### src/sv/lpr_pkg.sv
`timescale 1ns / 1ps
// Shared constants and types for the LRU page replacement core.
// No dependencies; imported by every module of the block.
package lpr_pkg;

  localparam int MAX_FRAMES   = 16;
  localparam int PAGE_BITS    = 16;
  localparam int FRAME_W      = (MAX_FRAMES > 1) ? $clog2(MAX_FRAMES) : 1;
  localparam int RANK_W       = FRAME_W;
  localparam int CNT_W        = $clog2(MAX_FRAMES + 1);
  localparam int CFG_W        = 5;
  localparam int PAGE_IN_W    = 16;
  localparam int FRAME_OUT_W  = 4;
  localparam int FAULT_W      = 32;

  localparam logic [CFG_W-1:0] FRAMES_RESET = CFG_W'(16);

  typedef struct packed {
    logic               touch_en;
    logic               set_valid;
    logic [FRAME_W-1:0] frame;
    logic [CNT_W-1:0]   old_rank;
  } rank_ctl_t;

endpackage

### src/sv/lpr_page_mem.sv
`timescale 1ns / 1ps
// Page number store, one entry per frame, with a registered read port.
// Depends on lpr_pkg for the frame count and page width.
module lpr_page_mem (
  input  logic                          clk,
  input  logic                          we,
  input  logic [lpr_pkg::FRAME_W-1:0]   waddr,
  input  logic [lpr_pkg::PAGE_BITS-1:0] wdata,
  input  logic [lpr_pkg::FRAME_W-1:0]   raddr,
  output logic [lpr_pkg::PAGE_BITS-1:0] rdata
);
  import lpr_pkg::*;

  logic [PAGE_BITS-1:0] mem [MAX_FRAMES];

  always_ff @(posedge clk) begin
    if (we) begin
      mem[waddr] <= wdata;
    end
  end

  always_ff @(posedge clk) begin
    rdata <= mem[raddr];
  end

endmodule

### src/sv/lpr_rank_unit.sv
`timescale 1ns / 1ps
// Valid bits and recency ranks of the frames, with the shared compare and
// increment unit that ages one frame per cycle. Depends on lpr_pkg.
module lpr_rank_unit (
  input  logic                        clk,
  input  logic                        rst,
  input  logic [lpr_pkg::FRAME_W-1:0] idx,
  input  lpr_pkg::rank_ctl_t          ctl,
  output logic                        cur_valid,
  output logic [lpr_pkg::RANK_W-1:0]  cur_rank
);
  import lpr_pkg::*;

  logic [MAX_FRAMES-1:0] valid;
  logic [RANK_W-1:0]     rank [MAX_FRAMES];
  logic                  bump;

  assign cur_valid = valid[idx];
  assign cur_rank  = rank[idx];

  assign bump = cur_valid && (CNT_W'(cur_rank) < ctl.old_rank) &&
                (cur_rank != RANK_W'(MAX_FRAMES - 1));

  always_ff @(posedge clk) begin
    if (rst) begin
      valid <= '0;
      for (int i = 0; i < MAX_FRAMES; i++) begin
        rank[i] <= '0;
      end
    end else begin
      if (ctl.set_valid) begin
        valid[ctl.frame] <= 1'b1;
      end
      if (ctl.touch_en) begin
        if (idx == ctl.frame) begin
          rank[idx] <= '0;
        end else if (bump) begin
          rank[idx] <= cur_rank + RANK_W'(1);
        end
      end
    end
  end

endmodule

### src/sv/lru_page_replacement_core.sv
`timescale 1ns / 1ps
// LRU page replacement core: each frame is examined in turn, in a fetch state and
// then a compare state, by a single comparator on the registered page memory read;
// a hit ends the scan at its frame and a miss scans all active frames before the
// replacement, then ranks age one per cycle. The core returns to idle once the
// result beat is taken, so one reference is taken at a time. Synchronous rst clears
// the valid bits, ranks and fault count and sets frames_in_use to 16.
module lru_page_replacement_core (
  input  logic                            clk,
  input  logic                            rst,
  input  logic                            cfg_wr_en,
  input  logic [lpr_pkg::CFG_W-1:0]       cfg_wr_data,
  input  logic                            in_valid,
  output logic                            in_stall,
  input  logic [lpr_pkg::PAGE_IN_W-1:0]   page_number,
  output logic                            out_valid,
  input  logic                            out_stall,
  output logic                            hit,
  output logic [lpr_pkg::FRAME_OUT_W-1:0] frame_index,
  output logic [lpr_pkg::FAULT_W-1:0]     fault_count
);
  import lpr_pkg::*;

  typedef enum logic [5:0] {
    ST_IDLE   = 6'b000001,
    ST_FETCH  = 6'b000010,
    ST_CMP    = 6'b000100,
    ST_DECIDE = 6'b001000,
    ST_TOUCH  = 6'b010000,
    ST_OUT    = 6'b100000
  } state_t;

  state_t               state;
  logic [CFG_W-1:0]     frames_in_use;
  logic [PAGE_BITS-1:0] page_q;
  logic [CNT_W-1:0]     n_q;
  logic [FRAME_W-1:0]   idx;
  logic                 found;
  logic                 empty_seen;
  logic [FRAME_W-1:0]   empty_idx;
  logic [FRAME_W-1:0]   best_idx;
  logic [RANK_W-1:0]    best_rank;
  logic [FRAME_W-1:0]   frame_q;
  logic [CNT_W-1:0]     old_rank;
  logic [FAULT_W-1:0]   faults_seen;
  logic                 hit_q;
  logic [FRAME_W-1:0]   frame_out_q;
  logic [FAULT_W-1:0]   fault_out_q;

  logic [CNT_W-1:0]     n_clamped;
  logic [FRAME_W-1:0]   victim;
  logic                 last;
  logic                 accept;
  logic                 cur_valid;
  logic [RANK_W-1:0]    cur_rank;
  logic [PAGE_BITS-1:0] rdata;
  logic                 page_match;
  rank_ctl_t            rank_ctl;

  always_comb begin
    if (frames_in_use == '0) begin
      n_clamped = CNT_W'(1);
    end else if (frames_in_use > CFG_W'(MAX_FRAMES)) begin
      n_clamped = CNT_W'(MAX_FRAMES);
    end else begin
      n_clamped = CNT_W'(frames_in_use);
    end
  end

  assign in_stall   = (state != ST_IDLE);
  assign accept     = in_valid && !in_stall;
  assign out_valid  = (state == ST_OUT);
  assign victim     = empty_seen ? empty_idx : best_idx;
  assign last       = (CNT_W'(idx) + CNT_W'(1)) == n_q;
  assign page_match = cur_valid && (rdata == page_q);

  assign hit         = hit_q;
  assign frame_index = FRAME_OUT_W'(frame_out_q);
  assign fault_count = fault_out_q;

  always_comb begin
    rank_ctl.touch_en  = (state == ST_TOUCH);
    rank_ctl.set_valid = (state == ST_DECIDE) && empty_seen;
    rank_ctl.frame     = (state == ST_DECIDE) ? victim : frame_q;
    rank_ctl.old_rank  = old_rank;
  end

  lpr_page_mem u_page_mem (
    .clk   (clk),
    .we    (state == ST_DECIDE),
    .waddr (victim),
    .wdata (page_q),
    .raddr (idx),
    .rdata (rdata)
  );

  lpr_rank_unit u_rank_unit (
    .clk       (clk),
    .rst       (rst),
    .idx       (idx),
    .ctl       (rank_ctl),
    .cur_valid (cur_valid),
    .cur_rank  (cur_rank)
  );

  always_ff @(posedge clk) begin
    if (rst) begin
      frames_in_use <= FRAMES_RESET;
    end else if (cfg_wr_en) begin
      frames_in_use <= cfg_wr_data;
    end
  end

  always_ff @(posedge clk) begin
    if (rst) begin
      state       <= ST_IDLE;
      faults_seen <= '0;
      idx         <= '0;
      found       <= 1'b0;
      empty_seen  <= 1'b0;
    end else begin
      case (state)
        ST_IDLE: begin
          if (accept) begin
            page_q     <= page_number[PAGE_BITS-1:0];
            n_q        <= n_clamped;
            idx        <= '0;
            found      <= 1'b0;
            empty_seen <= 1'b0;
            state      <= ST_FETCH;
          end
        end
        ST_FETCH: begin
          state <= ST_CMP;
        end
        ST_CMP: begin
          if (page_match) begin
            found    <= 1'b1;
            frame_q  <= idx;
            old_rank <= CNT_W'(cur_rank);
            idx      <= '0;
            state    <= ST_TOUCH;
          end else begin
            if (!cur_valid && !empty_seen) begin
              empty_seen <= 1'b1;
              empty_idx  <= idx;
            end
            if (idx == '0 || cur_rank > best_rank) begin
              best_idx  <= idx;
              best_rank <= cur_rank;
            end
            if (last) begin
              state <= ST_DECIDE;
            end else begin
              idx   <= idx + FRAME_W'(1);
              state <= ST_FETCH;
            end
          end
        end
        ST_DECIDE: begin
          frame_q  <= victim;
          old_rank <= empty_seen ? n_q : CNT_W'(best_rank);
          if (faults_seen != '1) begin
            faults_seen <= faults_seen + FAULT_W'(1);
          end
          idx   <= '0;
          state <= ST_TOUCH;
        end
        ST_TOUCH: begin
          if (last) begin
            hit_q       <= found;
            frame_out_q <= frame_q;
            fault_out_q <= faults_seen;
            state       <= ST_OUT;
          end else begin
            idx <= idx + FRAME_W'(1);
          end
        end
        ST_OUT: begin
          if (!out_stall) begin
            state <= ST_IDLE;
          end
        end
        default: begin
          state <= ST_IDLE;
        end
      endcase
    end
  end

`ifndef SYNTHESIS
  a_no_take_while_holding: assert property (@(posedge clk) disable iff (rst)
    out_valid |-> in_stall)
    else $error("A reference was taken while a result beat was pending.");

  a_faults_monotonic: assert property (@(posedge clk) disable iff (rst)
    !$past(rst) |-> faults_seen >= $past(faults_seen))
    else $error("The fault counter went backwards.");

  a_frame_active: assert property (@(posedge clk) disable iff (rst)
    (state == ST_OUT) |-> (CNT_W'(frame_q) < n_q))
    else $error("The reported frame lies outside the active frames.");

  a_decide_only_on_miss: assert property (@(posedge clk) disable iff (rst)
    (state == ST_DECIDE) |-> !found)
    else $error("Replacement was started after a hit.");
`endif

endmodule

### config.mk
export PLATFORM = sky130hd
export DESIGN_NAME = lru_page_replacement_core
export DESIGN_NICKNAME = d
export VERILOG_FILES = /design/src/sv/lpr_pkg.sv /design/src/sv/lpr_page_mem.sv /design/src/sv/lpr_rank_unit.sv /design/src/sv/lru_page_replacement_core.sv
export SDC_FILE = /design/constraint.sdc
export NUM_CORES = 1
export LEC_CHECK = 0
export BUFFER_PORTS_ARGS = -buffer_cell sky130_fd_sc_hd__buf_2
export CELL_PAD_IN_SITES_DETAIL_PLACEMENT = 1
export CELL_PAD_IN_SITES_GLOBAL_PLACEMENT = 2
export CORE_AREA = 2 2 259 261
export DETAILED_ROUTE_END_ITERATION = 10
export DIE_AREA = 0 0 261 263
export PLACE_DENSITY_LB_ADDON = 0.1
export SYNTH_ARGS = -nofsm -noshare
export SYNTH_HDL_FRONTEND = slang
export SYNTH_HIERARCHICAL = 1
export SYNTH_SLANG_ARGS = --single-unit
### constraint.sdc
create_clock -name clk -period 6.5 [get_ports clk]
set_input_delay 1.3 -clock clk [delete_from_list [all_inputs] [get_ports clk]]
set_output_delay 1.3 -clock clk [all_outputs]
set_load 0.1 [all_outputs]
==> results of run 1 <==
## stage by stage
| stage | hold WS (ns) | power, mW | util | cell area (µm²) |
|---|---|---|---|---|
| finish | 0.466 | 7.60 | 0.346 | 22700 |
| global route | 0.483 | 7.93 | 0.346 | 22700 |
| CTS | 0.471 | 7.74 | 0.346 | 22700 |
| global placement | 0.444 | 4.51 | 0.317 | 20800 |
| floorplan | 0.409 | 4.26 | - | 19500 |
| detailed placement | 0.458 | 4.51 | 0.317 | 20800 |
## cell families after synthesis
kind of cell	count (synthesis)	share of synthesized area
adders and majority gates	13	0.00834
muxes	98	0.108
xor gates and xnor gates	52	0.0233
and+or+nand+nor	362	0.0946
AOI/OAI and AO/OA	129	0.0444
buffers and inverters	89	0.0246
DFF	480	0.697
## worst min-delay path: cells and delay by family, from the launching register on
kind | cells | cell delay, ns
compound gates | 1 | 0.04
flops | 1 | 0.32
simple gates | 1 | 0.07
## where the power goes
| group | leakage (nW) | internal (mW) | switching [mW] |
|---|---|---|---|
| clock | 0.922 | 1.88 | 1.30 |
| combinational | 2.04 | 0.344 | 0.476 |
| sequential | 4.32 | 3.46 | 0.147 |
## final cells by class
type,instances,area [µm²]
timing repair buffer,86,485
tap,864,1080
clock buffer,73,1540
clock inverter,31,347
multi-input combinational,654,5550
inverter,24,90.1
fill,6658,42900
sequential,480,13600
## flip-flops by register name, indices dropped and copies added, names as in the netlist, 5 cells and up
name               count
u_page_mem/rdata      16
state                  6
old_rank               5
frames_in_use          5
faults_seen           32
fault_count           32
u_rank_unit/valid     16
n_q                    5
page_q                16
u_page_mem/mem       256
u_rank_unit/rank      64
## how the worst max path moves through the flow
stage	end
6_report	u_rank_unit/rank[14][2]$_SDFFCE_PN0P_
5_1_grt	u_rank_unit/rank[3][2]$_SDFFCE_PN0P_
4_1_cts	u_rank_unit/rank[14][2]$_SDFFCE_PN0P_
3_5_place_dp	u_rank_unit/rank[2][2]$_SDFFCE_PN0P_
3_3_place_gp	u_rank_unit/rank[12][2]$_SDFFCE_PN0P_
2_1_floorplan	fault_count[0]$_DFFE_PP_
## placed cells by master (no fill, tap or decap), types with 10 or more instances in the layout
master	n
sky130_fd_sc_hd__xnor2_1	36
sky130_fd_sc_hd__nand2_1	55
sky130_fd_sc_hd__nor3_1	35
sky130_fd_sc_hd__a21oi_1	50
sky130_fd_sc_hd__nor2_2	11
sky130_fd_sc_hd__nor2_1	101
sky130_fd_sc_hd__o21ai_0	10
sky130_fd_sc_hd__buf_4	22
sky130_fd_sc_hd__clkbuf_16	55
sky130_fd_sc_hd__nor2_4	10
sky130_fd_sc_hd__nand3_1	22
sky130_fd_sc_hd__inv_1	23
sky130_fd_sc_hd__ha_1	13
sky130_fd_sc_hd__nor4_1	29
sky130_fd_sc_hd__a22oi_1	36
sky130_fd_sc_hd__edfxtp_1	399
sky130_fd_sc_hd__buf_2	64
sky130_fd_sc_hd__and3_1	10
sky130_fd_sc_hd__dfxtp_1	79
sky130_fd_sc_hd__mux4_2	72
sky130_fd_sc_hd__clkinv_1	10
sky130_fd_sc_hd__nand4_1	16
sky130_fd_sc_hd__mux4_1	13
sky130_fd_sc_hd__clkbuf_8	10
sky130_fd_sc_hd__xor2_1	16
## layer usage
metal	vias up	wire [µm]
met5	-	0
met2	159	24900
li1	4943	-
met4	0	1050
met3	81	1760
met1	5692	25000
==> reports/metrics.json, run 1 <==
{
  "place": {
    "buffer_ports.inserted": 64,
    "place_hpwl_um": 31000,
    "gp_routability_congestion": 0.730,
    "placed_cells_incl_taps": 2108,
    "place_ws_ns": 1.61
  },
  "logic_synthesis": {
    "post_synth_instance_area_um2": 19500,
    "ys_dominant_reg_cell": "sky130_fd_sc_hd__edfxtp_1",
    "synth_top_cell_area_share": 0.614,
    "most_frequent_cells_after_synthesis": "399 x sky130_fd_sc_hd__edfxtp_1, 115 x sky130_fd_sc_hd__nor2_1, 81 x sky130_fd_sc_hd__dfxtp_1, 72 x sky130_fd_sc_hd__mux4_2, 55 x sky130_fd_sc_hd__nand2_1",
    "async_flop_share": 0,
    "netlist_top_cells_area": "sky130_fd_sc_hd__edfxtp_1 61%, sky130_fd_sc_hd__dfxtp_1 8.3%, sky130_fd_sc_hd__mux4_2 8.3%, sky130_fd_sc_hd__nor2_1 2.2%, sky130_fd_sc_hd__mux4_1 1.8%",
    "yosysWarningCount": 6,
    "synthesis.nets": 1262,
    "synth.most_common_cell": "sky130_fd_sc_hd__edfxtp_1",
    "yosys.cell_types.count": 67,
    "synth_edf_count": 399,
    "synth_area_per_inst_um2": 16.0,
    "synth_area_leader_cell": "sky130_fd_sc_hd__edfxtp_1",
    "yosysSeqAreaShare": 0.697,
    "synth-seq-cells": 480,
    "syn-instance-count": 1223
  },
  "grt": {
    "global_route.usage.met3": 0.0248,
    "gr-usage-met1": 0.224,
    "layer_carrying_the_most_global_route_usage": "met2",
    "grtUsageMet2": 0.248,
    "grt_pass1_vias": 11700,
    "antenna_violations_before_repair": 0,
    "grt_pass1_wl_um": 79300,
    "tot_gr_track_use": 0.156,
    "maximum_number_of_pins_on_one_net_before_global_route_repair": 52,
    "grt_remaining_overflow": 0
  },
  "routing": {
    "detailroute.via_count": 10900,
    "routed_wirelength_um": 52700,
    "antenna_violating_nets_post_route": 0,
    "drt-wirelength-per-cell_um": 23.8,
    "drt_first_iter_violations": 689,
    "drt_pre_antenna_iters": 5,
    "post-route-drc-count": 0,
    "route.detailed.vias_per_inst": 4.92
  },
  "clock_tree": {
    "cts-buffers-inserted": 55,
    "worst_skew_pair.late_latency_ns": 0.63,
    "cts.clk_slew.worst_paths_ns": 0.06,
    "cts-htree-levels": 2,
    "post_cts_buffers": 0,
    "postCtsResizedCells": 0,
    "tritoncts_clock_tree": "yes",
    "clock_sink_count": 480,
    "clock_tree.buffer_depth": 3,
    "cts-root-buf": "sky130_fd_sc_hd__clkbuf_16",
    "hold_buffers": 0
  },
  "sta": {
    "report.final.hold_viol_count": 0,
    "worst_clock_skew_ns": 0.0315,
    "layout_min_cycle_time_ns": 4.90,
    "worstMarginPinSlew_ns": 1.07,
    "rsz0062_at_grt": "false",
    "tns_ns": 0,
    "final_max_slew_viol_count": 0,
    "timing.final.ws_setup_ns": 1.60,
    "final_setup_viols": 0,
    "timing.fmax_mhz": 204,
    "relSlewSlack": 0.287,
    "share_of_the_clock_period_used_by_the_worst_path": 0.753
  },
  "worst_setup_path": {
    "critical-path-top-cell-by-count": "sky130_fd_sc_hd__nor2_1",
    "slowest_cp_cell": "sky130_fd_sc_hd__nand2b_1",
    "max_stage_delay_ns": 0.87,
    "maximum_fanout_count_along_the_critical_path": 41,
    "r2r_cells": 11,
    "critical_path.reg2reg.startpoint": "state[2]$_SDFFE_PP0P_",
    "critical_path_required_ns": 6.82,
    "crit_buf_inv": 1,
    "worstSetupStartpoint": "state[2]$_SDFFE_PP0P_",
    "logic_depth_of_the_worst_setup_path_including_buffers": 11,
    "worst_path_dominant_cell_family": "simple AND/OR/NAND/NOR gates",
    "crit_path_start_kind": "flop",
    "critPathKind": "reg2reg",
    "critPathArrivalTime_ns": 5.21,
    "endpoint_kind": "flop",
    "timing.reg2reg.setup_slack_ns": 1.60,
    "cp_cell_sequence": "or4_4 > or2_2 > inv_1 > nor2_1 > nor2_1 > xnor2_1 > nand4_1 > o2111ai_1 > a41o_2 > nand2b_1 > nor2_1",
    "critical_path.reg2reg.endpoint": "u_rank_unit/rank[14][2]$_SDFFCE_PN0P_"
  },
  "floorplan": {
    "design.portCount": 65,
    "initial_cell_density_of_the_core": 0.297,
    "fp.dieH_um": 263,
    "floorplan.die.width_um": 261,
    "floorplan.die_area_um2": 68600,
    "placementRows": 94,
    "design.core.area_um2": 65600
  },
  "worst_hold_path": {
    "min_from": "u_rank_unit/valid[1]$_SDFFE_PP0P_",
    "hold_end": "u_rank_unit/valid[1]$_SDFFE_PP0P_",
    "min_delay_path_depth": 2,
    "min-delay-path-class": "reg2reg"
  },
  "layout": {
    "drive_gt1_frac": 0.220,
    "final_cell_count_no_fill": 2212,
    "final_net_count": 1340,
    "antennaDiodeCount": 0,
    "synthToLayoutAreaGrowth_pct": 16.4
  },
  "status": {
    "run_status": "completed"
  },
  "power": {
    "leakagePower_nw": 7.28,
    "power_per_cell_area_nw_per_um2": 335,
    "irDropWorstVdd_mv": 0.216
  },
  "job": {
    "drv_cap": 0
  }
}
No activity file was read; power rests on OpenSTA's default activity.
==> inputs of run 2 (changes only) <==
clock period = 4.7 ns   (was 6.5 ns; I/O delays follow)
==> run 2 against run 1 <==
Count of clock-buffer cells in the layout shrank 2. Utilization barely moved. Flip-flop and latch count unchanged. Clock power increased by 32%. Worst setup slack lost 0.93 ns. Highest routed layer is now met5.
==> reports/metrics.json, run 2 (same netlist as run 1, synthesis figures left out) <==
{
  "status": {
    "run_status": "completed"
  },
  "routing": {
    "drt_first_iter_violations": {"value": 677, "change": "-1.7%"},
    "antenna_violating_nets_post_route": {"value": 0, "change": "unchanged"},
    "drt-wirelength-per-cell": {"value": 23.3, "unit": "µm", "change": "-2.0%"},
    "routed_wirelength": {"value": 52100, "unit": "µm", "change": "-1.2%"},
    "post-route-drc-count": {"value": 0, "change": "unchanged"},
    "detailroute.via_count": {"value": 11000, "change": "+0.75%"},
    "route.detailed.vias_per_inst": {"value": 4.91, "change": "about the same"},
    "drt_pre_antenna_iters": {"value": 5, "change": "unchanged"}
  },
  "worst_setup_path": {
    "maximum_fanout_count_along_the_critical_path": {"value": 41, "change": "unchanged"},
    "critical_path_required": {"value": 5.10, "unit": "ns", "change": "-1.72 ns"},
    "endpoint_kind": "flop",
    "critPathKind": "reg2reg",
    "critPathArrivalTime": {"value": 4.42, "unit": "ns", "change": "-0.79 ns"},
    "crit_path_start_kind": "flop"
  },
  "grt": {
    "antenna_violations_before_repair": {"value": 1, "change": "+1"},
    "grt_pass1_vias": {"value": 11600, "change": "-0.49%"},
    "grt_pass1_wl": {"value": 77500, "unit": "µm", "change": "-2.2%"},
    "maximum_number_of_pins_on_one_net_before_global_route_repair": {"value": 65, "change": "+25%"},
    "tot_gr_track_use": {"value": 0.152, "change": "-0.00371"},
    "grt_remaining_overflow": {"value": 0, "change": "unchanged"}
  },
  "sta": {
    "final_setup_viols": {"value": 0, "change": "unchanged"},
    "layout_min_cycle_time": {"value": 4.03, "unit": "ns", "change": "-0.872 ns"},
    "report.final.hold_viol_count": {"value": 0, "change": "unchanged"},
    "share_of_the_clock_period_used_by_the_worst_path": {"value": 0.857, "change": "+0.103"},
    "timing.fmax": {"value": 248, "unit": "MHz", "change": "+22%"},
    "worst_clock_skew": {"value": 0.0244, "unit": "ns", "change": "-0.00703 ns"},
    "relSlewSlack": {"value": 0.249, "change": "-0.0377"},
    "tns": {"value": 0, "unit": "ns", "change": "unchanged"},
    "hold_ws": {"value": 0.447, "unit": "ns", "change": "-0.0184 ns"},
    "final_max_slew_viol_count": {"value": 0, "change": "unchanged"},
    "timing.final.ws_setup": {"value": 0.674, "unit": "ns", "change": "-0.928 ns"},
    "rsz0062_at_grt": "false",
    "worstMarginPinSlew": {"value": 1.13, "unit": "ns", "change": "+0.0566 ns"}
  },
  "layout": {
    "layout.cells.most_common": "sky130_fd_sc_hd__edfxtp_1",
    "max_reg_flops": {"value": 256, "change": "unchanged"},
    "area.sequential": {"value": 13600, "unit": "µm²", "change": "unchanged"},
    "layout.cells.most_common_list": "399 x sky130_fd_sc_hd__edfxtp_1, 101 x sky130_fd_sc_hd__nor2_1, 79 x sky130_fd_sc_hd__dfxtp_1",
    "final_cell_count_no_fill": {"value": 2230, "change": "+0.81%"},
    "antennaDiodeCount": {"value": 0, "change": "unchanged"},
    "regMostFlops": "u_page_mem/mem",
    "drive_gt1_frac": {"value": 0.229, "change": "+0.00955"},
    "final_net_count": {"value": 1358, "change": "+1.3%"},
    "layout.core_utilization": {"value": 0.346, "change": "about the same"},
    "largest_registers": "u_page_mem/mem x256, u_rank_unit/rank x64",
    "num-fill-cells": {"value": 6756, "change": "+1.5%"},
    "multiInputGateArea": {"value": 5510, "unit": "µm²", "change": "-0.70%"},
    "synthToLayoutAreaGrowth": {"value": 16.4, "unit": "%", "change": "about the same"},
    "layout.cell_area.non_filler": {"value": 22700, "unit": "µm²", "change": "about the same"}
  },
  "clock_tree": {
    "cts-root-buf": "sky130_fd_sc_hd__clkbuf_16",
    "clock_tree.buffer_depth": {"value": 3, "change": "unchanged"},
    "clock_sink_count": {"value": 480, "change": "unchanged"},
    "cts-buffers-inserted": {"value": 55, "change": "unchanged"},
    "cts.clk_slew.worst_paths": {"value": 0.06, "unit": "ns", "change": "about the same"},
    "worst_skew_pair.late_latency": {"value": 0.61, "unit": "ns", "change": "-0.02 ns"},
    "tritoncts_clock_tree": "yes",
    "post_cts_buffers": {"value": 0, "change": "unchanged"},
    "cts-htree-levels": {"value": 2, "change": "unchanged"},
    "hold_buffers": {"value": 0, "change": "unchanged"},
    "postCtsResizedCells": {"value": 0, "change": "unchanged"}
  },
  "floorplan": {
    "design.core.area": {"value": 65600, "unit": "µm²", "change": "unchanged"},
    "placementRows": {"value": 94, "change": "unchanged"},
    "design.portCount": {"value": 65, "change": "unchanged"},
    "floorplan.die_area": {"value": 68600, "unit": "µm²", "change": "unchanged"},
    "fp.dieH": {"value": 263, "unit": "µm", "change": "unchanged"},
    "floorplan.die.width": {"value": 261, "unit": "µm", "change": "unchanged"},
    "initial_cell_density_of_the_core": {"value": 0.297, "change": "unchanged"}
  },
  "place": {
    "place_ws": {"value": 0.473, "unit": "ns", "change": "-1.14 ns"},
    "gp_routability_congestion": {"value": 0.693, "change": "-5.1%"},
    "placed_cell_area": {"value": 20900, "unit": "µm²", "change": "+0.58%"},
    "place_hpwl": {"value": 31400, "unit": "µm", "change": "+1.2%"},
    "buffer_ports.inserted": {"value": 64, "change": "unchanged"},
    "placed_cells_incl_taps": {"value": 2126, "change": "+0.85%"}
  },
  "power": {
    "irDropWorstVdd": {"value": 0.260, "unit": "mV", "change": "+21%"},
    "power_per_cell_area": {"value": 454, "unit": "nW/µm²", "change": "+36%"},
    "post-layout-total-power": {"value": 10.3, "unit": "mW", "change": "+36%"},
    "leakagePower": {"value": 7.34, "unit": "nW", "change": "+0.82%"}
  },
  "job": {
    "drv_cap": {"value": 0, "change": "unchanged"}
  },
  "worst_hold_path": {
    "min-delay-path-class": "reg2reg"
  }
}
[run 2: path summary, 6_finish.rpt]
path / depth (start not counted) / from / slack, ns / end
worst max-delay path: 8 / idx[0]$_SDFFE_PP0P_ / 0.67 / idx[0]$_SDFFE_PP0P_
worst min-delay path: 0 / found$_SDFFE_PP0P_ / 0.45 / hit$_DFFE_PP_
worst max register to register: 8 / idx[0]$_SDFFE_PP0P_ / 0.67 / idx[0]$_SDFFE_PP0P_
worst min register to register: 0 / found$_SDFFE_PP0P_ / 0.45 / hit$_DFFE_PP_
[run 2: power breakdown]
| group | leakage (nW) | switching [mW] | internal, mW | total, mW |
|---|---|---|---|---|
| clock network | 0.876 | 1.78 | 2.42 | 4.20 |
| logic | 2.14 | 0.664 | 0.483 | 1.15 |
| registers | 4.32 | 0.184 | 4.78 | 4.97 |
| total | 7.34 | 2.63 | 7.69 | 10.3 |
[run 2: cell type report]
cell class	count	area share
clock buffers	71	0.0659
clock inverters	33	0.0127
multi-input cells	654	0.242
repair buffers	104	0.0284
well taps	864	0.0476
inverters	24	0.00397
flip-flops and latches	480	0.599
[run 2: layer usage]
metal | part of all wire | GRT usage
met1 | 0.46 | 0.213
met2 | 0.48 | 0.247
met3 | 0.034 | 0.0223
met4 | 0.021 | 0.0413
met5 | 0.00013 | 0
[run 2: worst max-delay path, stage by stage (launching register included)]
cell	delay, ns
sky130_fd_sc_hd__dfxtp_4	0.60
sky130_fd_sc_hd__buf_4	0.75
sky130_fd_sc_hd__ha_1	0.40
sky130_fd_sc_hd__nand2b_1	0.14
sky130_fd_sc_hd__a211oi_1	0.07
sky130_fd_sc_hd__o311ai_1	0.73
sky130_fd_sc_hd__buf_4	0.28
sky130_fd_sc_hd__a21oi_1	0.07
sky130_fd_sc_hd__a2111oi_0	0.75
==> inputs of run 3 (changes only) <==
clock period = 4.8 ns   (was 4.7 ns; I/O delays follow)
==> run 3 against run 2 <==
Final cell count grew 0.22%. Critical path depth grew 4. Worst hold slack lost 0.0052 ns. Via count shrank 0.26%. Sequential share of layout area shrank 0.076 points. Routed wire length grew 1.1%. First-iteration DRC count shrank 11%. Non-clock buffer count grew 5. Clock skew grew 0.013 ns. Sequential power shrank 2%. Total power shrank 2.3%. Die area is the same. Critical endpoint is now u_rank_unit/rank[14][0]$_SDFFCE_PN0P_.
==> reports/metrics.json, run 3 (same netlist as run 1, synthesis figures left out) <==
{
  "worst_hold_path": {
    "min_from": "found$_SDFFE_PP0P_",
    "min-delay-path-class": "reg2reg",
    "hold_end": "hit$_DFFE_PP_",
    "min_delay_path_depth": {"value": 0, "change": "unchanged"}
  },
  "job": {
    "drv_cap": {"value": 0, "change": "unchanged"}
  },
  "power": {
    "leakagePower": {"value": 7.35, "unit": "nW", "change": "+0.16%"},
    "sw_frac_of_total": {"value": 0.254, "change": "-0.000874"},
    "irDropWorstVdd": {"value": 0.272, "unit": "mV", "change": "+4.5%"},
    "net-switching-power": {"value": 2.56, "unit": "mW", "change": "-2.7%"},
    "combinationalPowerShare": {"value": 0.113, "change": "+0.002"},
    "share_seq_of_total_power": {"value": 0.482, "change": "about the same"},
    "p_int": {"value": 7.52, "unit": "mW", "change": "-2.2%"},
    "power_per_cell_area": {"value": 443, "unit": "nW/µm²", "change": "-2.4%"},
    "share_clk_of_total_power": {"value": 0.405, "change": "-0.002"}
  },
  "grt": {
    "tot_gr_track_use": {"value": 0.155, "change": "+0.00278"},
    "grt_remaining_overflow": {"value": 0, "change": "unchanged"},
    "layer_carrying_the_most_global_route_usage": "met2",
    "maximum_number_of_pins_on_one_net_before_global_route_repair": {"value": 66, "change": "+1.5%"},
    "grt_pass1_wl": {"value": 79000, "unit": "µm", "change": "+1.9%"},
    "antenna_violations_before_repair": {"value": 3, "change": "+2"},
    "gr-usage-met1": {"value": 0.211, "change": "-0.00185"},
    "global_route.usage.met3": {"value": 0.0272, "change": "+0.00491"},
    "grtUsageMet2": {"value": 0.255, "change": "+0.00774"},
    "grt_pass1_vias": {"value": 11900, "change": "+2.5%"}
  },
  "floorplan": {
    "floorplan.die_area": {"value": 68600, "unit": "µm²", "change": "unchanged"},
    "placementRows": {"value": 94, "change": "unchanged"},
    "floorplan.die.width": {"value": 261, "unit": "µm", "change": "unchanged"},
    "design.core.area": {"value": 65600, "unit": "µm²", "change": "unchanged"},
    "design.portCount": {"value": 65, "change": "unchanged"},
    "initial_cell_density_of_the_core": {"value": 0.297, "change": "unchanged"},
    "fp.dieH": {"value": 263, "unit": "µm", "change": "unchanged"}
  },
  "clock_tree": {
    "cts-htree-levels": {"value": 2, "change": "unchanged"},
    "clock_sink_count": {"value": 480, "change": "unchanged"},
    "postCtsResizedCells": {"value": 0, "change": "unchanged"},
    "clock_tree.buffer_depth": {"value": 3, "change": "unchanged"},
    "post_cts_buffers": {"value": 0, "change": "unchanged"},
    "cts.clk_slew.worst_paths": {"value": 0.06, "unit": "ns", "change": "about the same"},
    "cts-buffers-inserted": {"value": 55, "change": "unchanged"},
    "worst_skew_pair.late_latency": {"value": 0.63, "unit": "ns", "change": "+0.02 ns"},
    "cts-root-buf": "sky130_fd_sc_hd__clkbuf_16",
    "hold_buffers": {"value": 0, "change": "unchanged"},
    "tritoncts_clock_tree": "yes"
  },
  "layout": {
    "final_cell_count_no_fill": {"value": 2235, "change": "+0.22%"},
    "synthToLayoutAreaGrowth_pct": 16.6,
    "max_reg_flops": {"value": 256, "change": "unchanged"},
    "drive_gt1_frac": {"value": 0.226, "change": "-0.00302"},
    "largest_registers": "u_page_mem/mem x256, u_rank_unit/rank x64",
    "layout.cells.most_common": "sky130_fd_sc_hd__edfxtp_1",
    "antennaDiodeCount": {"value": 0, "change": "unchanged"},
    "final_net_count": {"value": 1363, "change": "+0.37%"},
    "regMostFlops": "u_page_mem/mem",
    "layout.cells.most_common_list": "399 x sky130_fd_sc_hd__edfxtp_1, 101 x sky130_fd_sc_hd__nor2_1, 79 x sky130_fd_sc_hd__dfxtp_1"
  },
  "sta": {
    "worst_clock_skew": {"value": 0.0373, "unit": "ns", "change": "+0.0129 ns"},
    "rsz0062_at_grt": "false",
    "worstMarginPinSlew": {"value": 1.05, "unit": "ns", "change": "-0.0740 ns"},
    "relSlewSlack": {"value": 0.299, "change": "+0.0493"},
    "hold_ws": {"value": 0.442, "unit": "ns", "change": "-0.00521 ns"},
    "final_setup_viols": {"value": 0, "change": "unchanged"},
    "layout_min_cycle_time": {"value": 3.86, "unit": "ns", "change": "-0.162 ns"},
    "report.final.hold_viol_count": {"value": 0, "change": "unchanged"},
    "final_max_slew_viol_count": {"value": 0, "change": "unchanged"},
    "timing.fmax": {"value": 259, "unit": "MHz", "change": "+4.2%"},
    "tns": {"value": 0, "unit": "ns", "change": "unchanged"},
    "share_of_the_clock_period_used_by_the_worst_path": {"value": 0.805, "change": "-0.0517"}
  },
  "worst_setup_path": {
    "r2r_cells": {"value": 12, "change": "+4"},
    "critical_path_required": {"value": 5.26, "unit": "ns", "change": "+0.16 ns"},
    "critical_path.reg2reg.endpoint": "u_rank_unit/rank[14][0]$_SDFFCE_PN0P_",
    "maximum_fanout_count_along_the_critical_path": {"value": 40, "change": "-2.4%"},
    "critical_path.reg2reg.startpoint": "state[5]$_SDFFE_PP0P_",
    "endpoint_kind": "flop",
    "crit_path_start_kind": "flop",
    "critPathKind": "reg2reg",
    "critPathArrivalTime": {"value": 4.33, "unit": "ns", "change": "-0.09 ns"},
    "timing.reg2reg.setup_slack": {"value": 0.94, "unit": "ns", "change": "+0.26 ns"}
  },
  "routing": {
    "detailroute.via_count": {"value": 10900, "change": "-0.26%"},
    "antenna_violating_nets_post_route": {"value": 0, "change": "unchanged"},
    "drt_pre_antenna_iters": {"value": 5, "change": "unchanged"},
    "routed_wirelength": {"value": 52600, "unit": "µm", "change": "+1.1%"},
    "drt-wirelength-per-cell": {"value": 23.6, "unit": "µm", "change": "+0.90%"},
    "route.detailed.vias_per_inst": {"value": 4.89, "change": "-0.48%"},
    "drt_first_iter_violations": {"value": 603, "change": "-11%"},
    "post-route-drc-count": {"value": 0, "change": "unchanged"}
  },
  "status": {
    "run_status": "completed"
  },
  "place": {
    "place_hpwl": {"value": 31500, "unit": "µm", "change": "+0.43%"},
    "buffer_ports.inserted": {"value": 64, "change": "unchanged"},
    "gp_routability_congestion": {"value": 0.721, "change": "+4.1%"},
    "placed_cells_incl_taps": {"value": 2131, "change": "+0.24%"}
  }
}
## run 3: layout make-up
| cell class | count | area, µm² |
|---|---|---|
| clock buffer | 85 | 1600 |
| timing repair buffer | 109 | 683 |
| inverter | 24 | 90.1 |
| multi-input combinational | 654 | 5510 |
| clock inverter | 19 | 174 |
| fill | 6717 | 42900 |
| sequential | 480 | 13600 |
| tap | 864 | 1080 |
## run 3: power groups by stage
| stage | Clock, mW | Sequential (mW) | Combinational [mW] |
|---|---|---|---|
| 2_1_floorplan | 0 | 4.85 | 0.910 |
| 3_3_place_gp | 0 | 4.95 | 1.16 |
| 3_5_place_dp | 0 | 4.96 | 1.17 |
| 4_1_cts | 4.23 | 4.87 | 1.17 |
| 5_1_grt | 4.38 | 4.89 | 1.25 |
| 6_report | 4.08 | 4.86 | 1.14 |
## run 3: metal layers
| metal | wire (µm) | vias to the layer above | share of wire |
|---|---|---|---|
| li1 | - | 4980 | - |
| met1 | 24300 | 5715 | 0.46 |
| met2 | 25400 | 147 | 0.48 |
| met3 | 1750 | 85 | 0.033 |
| met4 | 1220 | 2 | 0.023 |
| met5 | 14 | - | 0.00027 |
## run 3: worst max-delay path by stage
stage	from	endpoint	slack, ns	cells after the start
2_1_floorplan	idx[0]$_SDFFE_PP0P_	fault_count[0]$_DFFE_PP_	1.09	6
3_3_place_gp	idx[0]$_SDFFE_PP0P_	u_rank_unit/rank[9][0]$_SDFFCE_PN0P_	0.91	11
3_5_place_dp	idx[0]$_SDFFE_PP0P_	u_rank_unit/rank[9][0]$_SDFFCE_PN0P_	0.86	11
4_1_cts	idx[0]$_SDFFE_PP0P_	u_rank_unit/rank[14][0]$_SDFFCE_PN0P_	0.86	11
5_1_grt	state[0]$_SDFFE_PP1P_	u_rank_unit/rank[12][0]$_SDFFCE_PN0P_	0.64	12
6_report	state[5]$_SDFFE_PP0P_	u_rank_unit/rank[14][0]$_SDFFCE_PN0P_	0.94	12
## run 3: metrics by stage
step	utilization	setup WS [ns]	power, mW	instance area (µm²)
2_1_floorplan	-	1.09	5.76	19500
3_3_place_gp	0.320	0.915	6.11	21000
3_5_place_dp	0.320	0.860	6.12	21000
4_1_cts	0.347	0.865	10.3	22700
5_1_grt	0.347	0.640	10.5	22700
6_report	0.347	0.937	10.1	22700
## run 3: critical path, stage by stage (launching register included)
cell and delay, ns:
sky130_fd_sc_hd__dfxtp_1 0.35, sky130_fd_sc_hd__or4_4 0.57, sky130_fd_sc_hd__or2_2 0.49, sky130_fd_sc_hd__inv_1 0.21, sky130_fd_sc_hd__nor2_1 0.06, sky130_fd_sc_hd__nor2_1 0.27
sky130_fd_sc_hd__xnor2_1 0.12, sky130_fd_sc_hd__nand4_1 0.17, sky130_fd_sc_hd__o2111ai_1 0.13, sky130_fd_sc_hd__a41o_2 0.26, sky130_fd_sc_hd__buf_4 0.27, sky130_fd_sc_hd__or3_1 0.62
sky130_fd_sc_hd__nor2_2 0.15
